==> src/rtl/dcr_pipe.sv <==
// Delay line of enabled registers that keeps side data aligned with the datapath.
`timescale 1ns / 1ps

module dcr_pipe #(
  parameter int unsigned W     = 8,
  parameter int unsigned DEPTH = 2
) (
  input  logic         clk_i,
  input  logic         en_i,
  input  logic [W-1:0] d_i,
  output logic [W-1:0] q_o
);

  logic [W-1:0] sr_q [DEPTH];

  always_ff @(posedge clk_i) begin
    if (en_i) begin
      sr_q[0] <= d_i;
      for (int k = 1; k < DEPTH; k++) begin
        sr_q[k] <= sr_q[k-1];
      end
    end
  end

  assign q_o = sr_q[DEPTH-1];

endmodule

==> config.mk <==
export PLATFORM = sky130hd
export DESIGN_NAME = dcr_pipe
export DESIGN_NICKNAME = d
export VERILOG_FILES = /design/src/rtl/dcr_pipe.sv
export SDC_FILE = /design/constraint.sdc
export NUM_CORES = 1
export LEC_CHECK = 0
export BUFFER_PORTS_ARGS = -buffer_cell sky130_fd_sc_hd__buf_4
export CAP_MARGIN = 20
export CORE_UTILIZATION = 33
export CTS_CLUSTER_DIAMETER = 50
export DETAILED_ROUTE_END_ITERATION = 8
export PLACE_DENSITY = 0.55
export SYNTH_ARGS = -nofsm -noshare
export SYNTH_HDL_FRONTEND = slang
export SYNTH_SLANG_ARGS = --single-unit
==> constraint.sdc <==
create_clock -name clk_i -period 0.8 [get_ports clk_i]
set_input_delay 0.04 -clock clk_i [delete_from_list [all_inputs] [get_ports clk_i]]
set_output_delay 0.04 -clock clk_i [all_outputs]
set_load 0.02 [all_outputs]
==> results.md, run 1 <==
* Met2 Track Usage GR at 14.2%
* H-tree levels at 1
* Postcts setup bufs at 0
* Synth Instances at 24
* DR WL/cell at 10.5 um
* Max Cap Viol at 0
* Synth area leader: edfxtp_1
* Largest net degree at the start of global routing at 17
* Clock Tree Buf Depth at 2
* Drt pass-1 iters at 2
* Endpoint arrival time on the critical path at 0.81 ns
* Clock latency on the worst-skew pair at 0.27 ns
* Worst path max stage delay at 0.39 ns
* Fmax at 1.18 GHz
* #MultiIn Comb at 0
* Total placed instance area at 628 sq um
* Gpl congestion at 0.585
* Vias per cell at 4.02
* Remaining global-route overflow at 0
* Row count at 14
* Status: finished with violations
* RSZ-0062 raised after global routing: yes
* Drc violations at 0
* Yosys top cell area share at between 80 and 90%
* DIE AREA at approximately 1800 sq um
* Num ports at 18
* Worst slack at placement at 0.173 ns
* Clk root buf: clkbuf_4
* CP bufs+invs at 1
* Pleak at between 0.2 and 0.3 nW
* Final Setup Violations at 8
* Number of I/O port buffers at 17
* Synth Register Bits at 16
* Register area share after synthesis at about nine tenths
* Setup TNS at -0.304 ns
* Initial antenna violation count at 0
* Chip Height at 42.5 um
* Grt met1 use at 8.41%
* Slew headroom at just under 90%
* Fin crit share at 106%
* Syn nets at 34
* CP delay by family, top: flip-flops
* Met3 usage at roughly 1.3%
* Core Area at 1520 sq um
* GRT Util Overall at 8.24%
* TritonCTS buffer count at 3
* Minimum clock period at 0.849 ns
* Area Overhead vs Synth at 40.7%
* Peak supply drop at 0.00125 V
* Detail Route Antenna Nets at 0
* Design area at 761 sq um
* Final hold viol count at 0
* Cell Chain, Critical Path: buf_6
* Final Util at 49.9%
* CTS tree: done
* Failing checks: negative setup slack
* Cell area after synthesis at between 500 and 600 sq um
* Vias in the first global route at 274
* Share of cells above drive strength 1 at 45.5%
* Worst Hold Class: in -> reg
* Synthesized area per cell at 22.5 sq um
* Routed wire length at 627 um
* Crit path launch type: flop
* First-pass GRT wire length at 1040 um
* Die width at ~42 um
* Crit path capture type: output pin
* Cell variety after synth at 2
* Multi-input gate area at 0 sq um
* Dominant cells by area after synthesis: edfxtp_1, buf_4
* Vias at 241
* Required time of the critical path at 0.76 ns
* Max Slew Vio Count at 0
* Maximum fanout along the worst path at 1
* Largest register FFs at 16
* Clock Pin Slew Worst Setup and Hold Paths at roughly 0.080 ns
* Busiest grt layer: met2
* Regs by FF count: sr_q (16)
* Pwr per Cell Area at 2050 nW/um^2
* Kind of critical path: reg -> out
* Reg with most FFs: sr_q
* Setup ws final at -0.0486 ns
* Synthesis Warnings at 0
* Antenna diodes at 0
* Num Clock Sinks at 16
* DR iter-0 viols at 2
* CP max-delay cell: edfxtp_1
* Fin nets at 56
* Worst Tran Pin Value at 0.191 ns
* Initial Utilization at 35.5%
* Fin Clk Skew at 0.000324 ns
synth_stat cells (all sizes together):
master,number
edfxtp,16
buf,8
per-layer routing:
layer	up-vias	routed length, um
met3	0	44
li1	121	-
met5	-	0
met2	14	337
met4	0	0
met1	106	245
power by group:
group	switching, mW	total (mW)	internal, mW
logic	0.0664	0.167	0.100
clock network	0.209	0.383	0.174
registers	0.0198	1.01	0.993
total	0.295	1.56	1.27
final timing paths:
path / startpoint / endpoint / slack [ns] / depth (start not counted)
max: sr_q[0][10] / q_o[2] / -0.05 / 1
min: en_i / sr_q[0][1] / 0.13 / 1
max reg2reg: sr_q[0][7] / sr_q[0][15] / 0.17 / 0
min reg2reg: sr_q[0][0] / sr_q[0][8] / 0.43 / 0
cell families (layout without fill, tap and decap cells):
logic type             count (synthesis)  count (layout)  share of synthesized area, %
DFF                                   16              16                          88.9
buffers and inverters                  8              28                          11.1
cell type report:
| cell class | count | area (sq um) |
|---|---|---|
| fillers | 120 | 763 |
| well taps | 16 | 20.0 |
| flip-flops and latches | 16 | 480 |
| clock buffers | 3 | 22.5 |
| repair buffers | 25 | 238 |
through the flow:
stage / instances / hold WS [ns] / power, mW
5_1_grt: 60 / 0.123 / 1.64
3_3_place_gp: 49 / 0.218 / 1.14
3_5_place_dp: 49 / 0.219 / 1.15
4_1_cts: 60 / 0.124 / 1.58
6_report: 60 / 0.130 / 1.56
2_1_floorplan: 24 / 0.139 / 1.09
repair_timing:
action	CTS	global route
hold buffers	8	0
pin swaps	0	0
gates resized for setup	7	1
hold endpoints to repair	8	0
setup endpoints to repair	8	8
cells in the final DEF (no fill, tap or decap):
| cell | instances |
|---|---|
| dlygate4sd3_1 | 8 |
| edfxtp_1 | 16 |
| buf_6 | 8 |
| clkbuf_4 | 3 |
| buf_4 | 9 |
Power figures use the tool's default switching activity.
==> inputs of run 2 (changes only) <==
--- a/config.mk
+++ b/config.mk
@@ -7,9 +7,9 @@
 export LEC_CHECK = 0
 export BUFFER_PORTS_ARGS = -buffer_cell sky130_fd_sc_hd__buf_4
-export CAP_MARGIN = 20
 export CORE_UTILIZATION = 33
 export CTS_CLUSTER_DIAMETER = 50
 export DETAILED_ROUTE_END_ITERATION = 8
 export PLACE_DENSITY = 0.55
+export RECOVER_POWER = 100
 export SYNTH_ARGS = -nofsm -noshare
 export SYNTH_HDL_FRONTEND = slang
==> constraint.sdc (replaced) <==
create_clock -name clk_i -period 0.8 [get_ports clk_i]
set_input_delay 0.16 -clock clk_i [delete_from_list [all_inputs] [get_ports clk_i]]
set_output_delay 0.16 -clock clk_i [all_outputs]
set_load 0.02 [all_outputs]
==> results.md, run 2 (synthesized netlist as in run 1, its figures left out) <==
* Final hold viol count at 0
* Logic pwr share at 8.6%
* Design area at 678 sq um
* Final Setup Violations at 8
* Peak supply drop at around 0.0012 V
* Fin nets at 48
* Setup ws final at -0.163 ns
* Grt met1 use at 6.94%
* Cell Count, Final, Fillers Out at 52
* Worst Tran Pin Value at roughly 0.36 ns
* Cell Chain, Critical Path: buf_6
* #MultiIn Comb at 0
* DR WL/cell at roughly 9.7 um
* Clock latency on the worst-skew pair at 0.27 ns
* Commonest non-fill, non-tap cells in the layout: edfxtp_1, clkbuf_4, buf_6
* Met3 usage at under 10%
* Area Overhead vs Synth at 25.5%
* Clock Tree Buf Depth at 2
* Clock share of power at between 20% and 30%
* Min Hold Slack at 0.0845 ns
* Clock Pin Slew Worst Setup and Hold Paths at around 0.08 ns
* Required time of the critical path at 0.64 ns
* Drt pass-1 iters at 2
* CP delay by family, top: flip-flops
* Max Slew Vio Count at 0
* DIE AREA at between 1500 and 2000 sq um
* H-tree levels at 1
* Status: finished with violations
* Number of I/O port buffers at 17
* Largest register FFs at 16
* Detail Route Antenna Nets at 0
* Core Area at 1520 sq um
* Regs by FF count: sr_q (16)
* Worst slack at placement at 0.114 ns
* CTS tree: done
* Max Cap Viol at 0
* CP bufs+invs at 1
* Fin crit share at 120%
* Pwr per Cell Area at between 2000 and 2500 nW/um^2
* Remaining global-route overflow at 0
* Largest net degree at the start of global routing at 17
* Worst Hold Class: in -> reg
* Failing checks: negative setup slack
* Chip Height at 42.5 um
* Num ports at 18
* Die width at approximately 42 um
* Multi-input gate area at 0 sq um
* Endpoint arrival time on the critical path at 0.80 ns
* Initial Utilization at ~35%
* CP max-delay cell: edfxtp_1
* GRT Util Overall at 6.22%
* RSZ-0062 raised after global routing: yes
* Fmax at 1.04 GHz
* Hold buffers post-CTS at 0
* Antenna diodes at 0
* Worst path max stage delay at 0.39 ns
* DR iter-0 viols at 2
* Total placed instance area at 628 sq um
* Drc violations at 0
* Slew headroom at 75.7%
* Fin Clk Skew at 0.000429 ns
* Row count at 14
* Net switching power figure at 276 uW
* Reg with most FFs: sr_q
* Crit path launch type: flop
* Vias in the first global route at 177
* Vias at between 200 and 250
* Minimum clock period at 0.963 ns
* Share of cells above drive strength 1 at 55.6%
* Initial antenna violation count at 0
* Busiest grt layer: met2
* TritonCTS buffer count at 3
* Dpl cells at 49
* Register share of total power at 66.9%
* Vias per cell at 3.94
* First-pass GRT wire length at 759 um
* Switching Share at 18.2%
* Kind of critical path: reg -> out
* Internal power at approximately 1.2 mW
* Filler cells at 128
* Crit path capture type: output pin
* Clk root buf: clkbuf_4
* Gpl congestion at 0.586
* Met2 Track Usage GR at 8.92%
* Pleak at roughly 0.26 nW
* Routed wire length at 505 um
* Maximum fanout along the worst path at 1
* Num Clock Sinks at 16
* Leading cell type in the layout, fill and taps excluded: edfxtp_1
## run 2: changes by cell type in the layout (fill, tap and decap cells not counted)
cell | before | now
buf_4 | 9 | 0
clkbuf_2 | 0 | 1
clkbuf_4 | 3 | 11
dlygate4sd3_1 | 8 | 0
## run 2: what timing repair did
item / CTS / global route
hold endpoints to repair: 0 / 0
cloned: 0 / 0
setup buffers: 0 / 0
endpoints found under the setup margin: 8 / 8
gates resized for setup: 7 / 1
## run 2: cell type report
cell class / count / area (sq um) / area share [%]
clock buffers: 3 / 22.5 / 3.32
well taps: 16 / 20.0 / 2.95
repair buffers: 17 / 155 / 22.9
flip-flops and latches: 16 / 480 / 70.8
## run 2: final timing paths
| check | slack, ns | depth (start not counted) | startpoint | end |
|---|---|---|---|---|
| hold reg to reg | 0.42 | 0 | sr_q[0][1] | sr_q[0][9] |
| setup / recovery | -0.16 | 1 | sr_q[0][13] | q_o[5] |
| hold / removal | 0.08 | 1 | d_i[6] | sr_q[0][6] |
| setup reg to reg | 0.17 | 0 | sr_q[0][7] | sr_q[0][15] |
## run 2: through the flow
stage	TNS [ns]	util (%)	power (mW)
floorplan	0	-	1.09
global placement	0	41.2	1.14
detailed placement	0	41.2	1.15
CTS	-1.37	44.4	1.55
global route	-1.56	44.5	1.60
finish	-1.21	44.5	1.51
## run 2: routing by layer
metal | part of all wire, % | vias to the layer above | routed length, um
met4 | 0 | 0 | 0
met5 | 0 | - | 0
li1 | - | 104 | -
met2 | 51 | 14 | 259
met3 | 10 | 0 | 53
met1 | 38 | 87 | 192
## run 2: power by group through the flow
stage / combinational, mW / clock [mW] / sequential (mW)
floorplan: 0.0723 / 0 / 1.02
global placement: 0.119 / 0 / 1.02
detailed placement: 0.121 / 0 / 1.03
CTS: 0.135 / 0.399 / 1.01
global route: 0.138 / 0.443 / 1.02
finish: 0.131 / 0.371 / 1.01
==> inputs of run 3 (changes only) <==
CELL_PAD_IN_SITES_DETAIL_PLACEMENT = 0   (was unset)
CELL_PAD_IN_SITES_GLOBAL_PLACEMENT = 1   (was unset)
PLACE_DENSITY = 0.64   (was 0.55)
==> results.md, run 3 (synthesized netlist as in run 1, its figures left out) <==
* Critical Path Start: sr_q[0][11]
* Fin Clk Skew at ~0.00067 ns
* Initial antenna violation count at 0
* Min Hold Slack at around 0.085 ns
* Crit path to: q_o[3]
* Worst reg-to-reg path cell count at 0
* Met2 Track Usage GR at 10.2%
* Leading cell type in the layout, fill and taps excluded: edfxtp_1
* Pwr per Cell Area at 2240 nW/um^2
* Routed wire length at 500 um
* Core Area at 1520 sq um
* Regs by FF count: sr_q (16)
* Endpoint arrival time on the critical path at 0.80 ns
* Gpl congestion at 0.595
* DIE AREA at between 1500 and 2000 sq um
* Largest register FFs at 16
* Peak supply drop at 0.00109 V
* Tot Pwr at ~1.5 mW
* Fin crit share at 120%
* Vias in the first global route at 223
* #MultiIn Comb at 0
* Chip Height at 42.5 um
* CTS tree: done
* Final Setup Violations at 8
* Reg2reg setup slack at 0.18 ns
* TritonCTS buffer count at 3
* Detail Route Antenna Nets at 0
* Drc violations at 0
* H-tree levels at 1
* Drt pass-1 iters at 1
* GRT Util Overall at 6.48%
* Max Slew Vio Count at 0
* Num ports at 18
* Critical path depth at 1
* Clock latency on the worst-skew pair at between 0.2 and 0.3 ns
* Dpl cells at a little under 50
* Num Clock Sinks at 16
* Worst path max stage delay at 0.39 ns
* Remaining global-route overflow at 0
* Area Overhead vs Synth at 25.5%
* Worst slack at placement at roughly 0.11 ns
* Fmax at roughly 1.0 GHz
* Setup ws final at -0.160 ns
* Met3 usage at approximately 1.3%
* Vias at roughly 210
* Minimum clock period at approximately 0.96 ns
* Busiest grt layer: met2
* Worst Hold Class: in -> reg
* Largest net degree at the start of global routing at 17
* Pleak at 0.260 nW
* Reg2reg start: sr_q[0][6]
* CP max-delay cell: edfxtp_1
* First-pass GRT wire length at slightly above 800 um
* Commonest non-fill, non-tap cells in the layout: edfxtp_1, clkbuf_4, buf_6
* Required time of the critical path at 0.64 ns
* DR iter-0 viols at 0
* Reg with most FFs: sr_q
* Status: finished with violations
* RSZ-0062 raised after global routing: yes
* Crit path launch type: flop
* Clk root buf: clkbuf_4
* Clock Pin Slew Worst Setup and Hold Paths at 0.08 ns
* Clock Tree Buf Depth at 2
* Grt met1 use at around 6.6%
* FF-to-FF End: sr_q[0][14]
* Die width at around 42 um
* Final hold viol count at 0
* Setup TNS at -1.22 ns
* Slew headroom at about three quarters
* Multi-input gate area at 0 sq um
* CP delay by family, top: flip-flops
* Antenna diodes at 0
* Number of I/O port buffers at 17
* Cell Chain, Critical Path: buf_6
* Failing checks: negative setup slack
* DR WL/cell at between 9 and 10 um
* Hold buffers post-CTS at 0
* Share of cells above drive strength 1 at 55.6%
* Fin nets at 48
* Crit path capture type: output pin
* Initial Utilization at 35.5%
* Maximum fanout along the worst path at 1
* Worst Tran Pin Value at between 0.3 and 0.4 ns
* Row count at 14
* Cell Count, Final, Fillers Out at 52
* Max Cap Viol at 0
* Vias per cell at 4.06
* Kind of critical path: reg -> out
* CP bufs+invs at 1
-- run 3: cell counts in the layout (fill, tap and decap cells not counted) --
Identical to the previous run, type by type.
-- run 3: cell type report --
cell class | instances | area, sq um
tap | 16 | 20.0
timing repair buffer | 17 | 155
fill | 132 | 846
clock buffer | 3 | 22.5
sequential | 16 | 480
-- run 3: power breakdown --
group | total [mW] | switching (mW) | leakage [nW] | internal, mW
clock | 0.377 | 0.203 | 0.0138 | 0.174
sequential | 1.01 | 0.0176 | 0.157 | 0.993
combinational | 0.132 | 0.0610 | 0.0894 | 0.0713
total | 1.52 | 0.282 | 0.260 | 1.24
-- run 3: what timing repair did --
item / CTS / global route
setup buffers: 0 / 0
gates resized for setup: 8 / 0
setup endpoints to repair: 8 / 8
-- run 3: per-layer routing --
layer | vias up | wire [um]
li1 | 105 | -
met1 | 95 | 167
met2 | 11 | 300
met3 | 0 | 32
met4 | 0 | 0
met5 | - | 0
-- run 3: worst min-delay path by stage --
stage | slack (ns) | start | endpoint | depth (start not counted)
CTS | 0.05 | d_i[3] | sr_q[0][3] | 1
detailed placement | 0.34 | d_i[1] | sr_q[0][1] | 1
finish | 0.09 | d_i[3] | sr_q[0][3] | 1
global placement | 0.34 | d_i[3] | sr_q[0][3] | 1
global route | 0.06 | d_i[5] | sr_q[0][5] | 1
floorplan | 0.26 | d_i[0] | sr_q[0][0] | 0
-- run 3: per-stage QoR --
| stage | util (%) | area, sq um |
|---|---|---|
| 3_5_place_dp | 41.2 | 628 |
| 4_1_cts | 44.7 | 681 |
| 2_1_floorplan | - | 541 |
| 5_1_grt | 44.5 | 678 |
| 6_report | 44.5 | 678 |
| 3_3_place_gp | 41.2 | 628 |
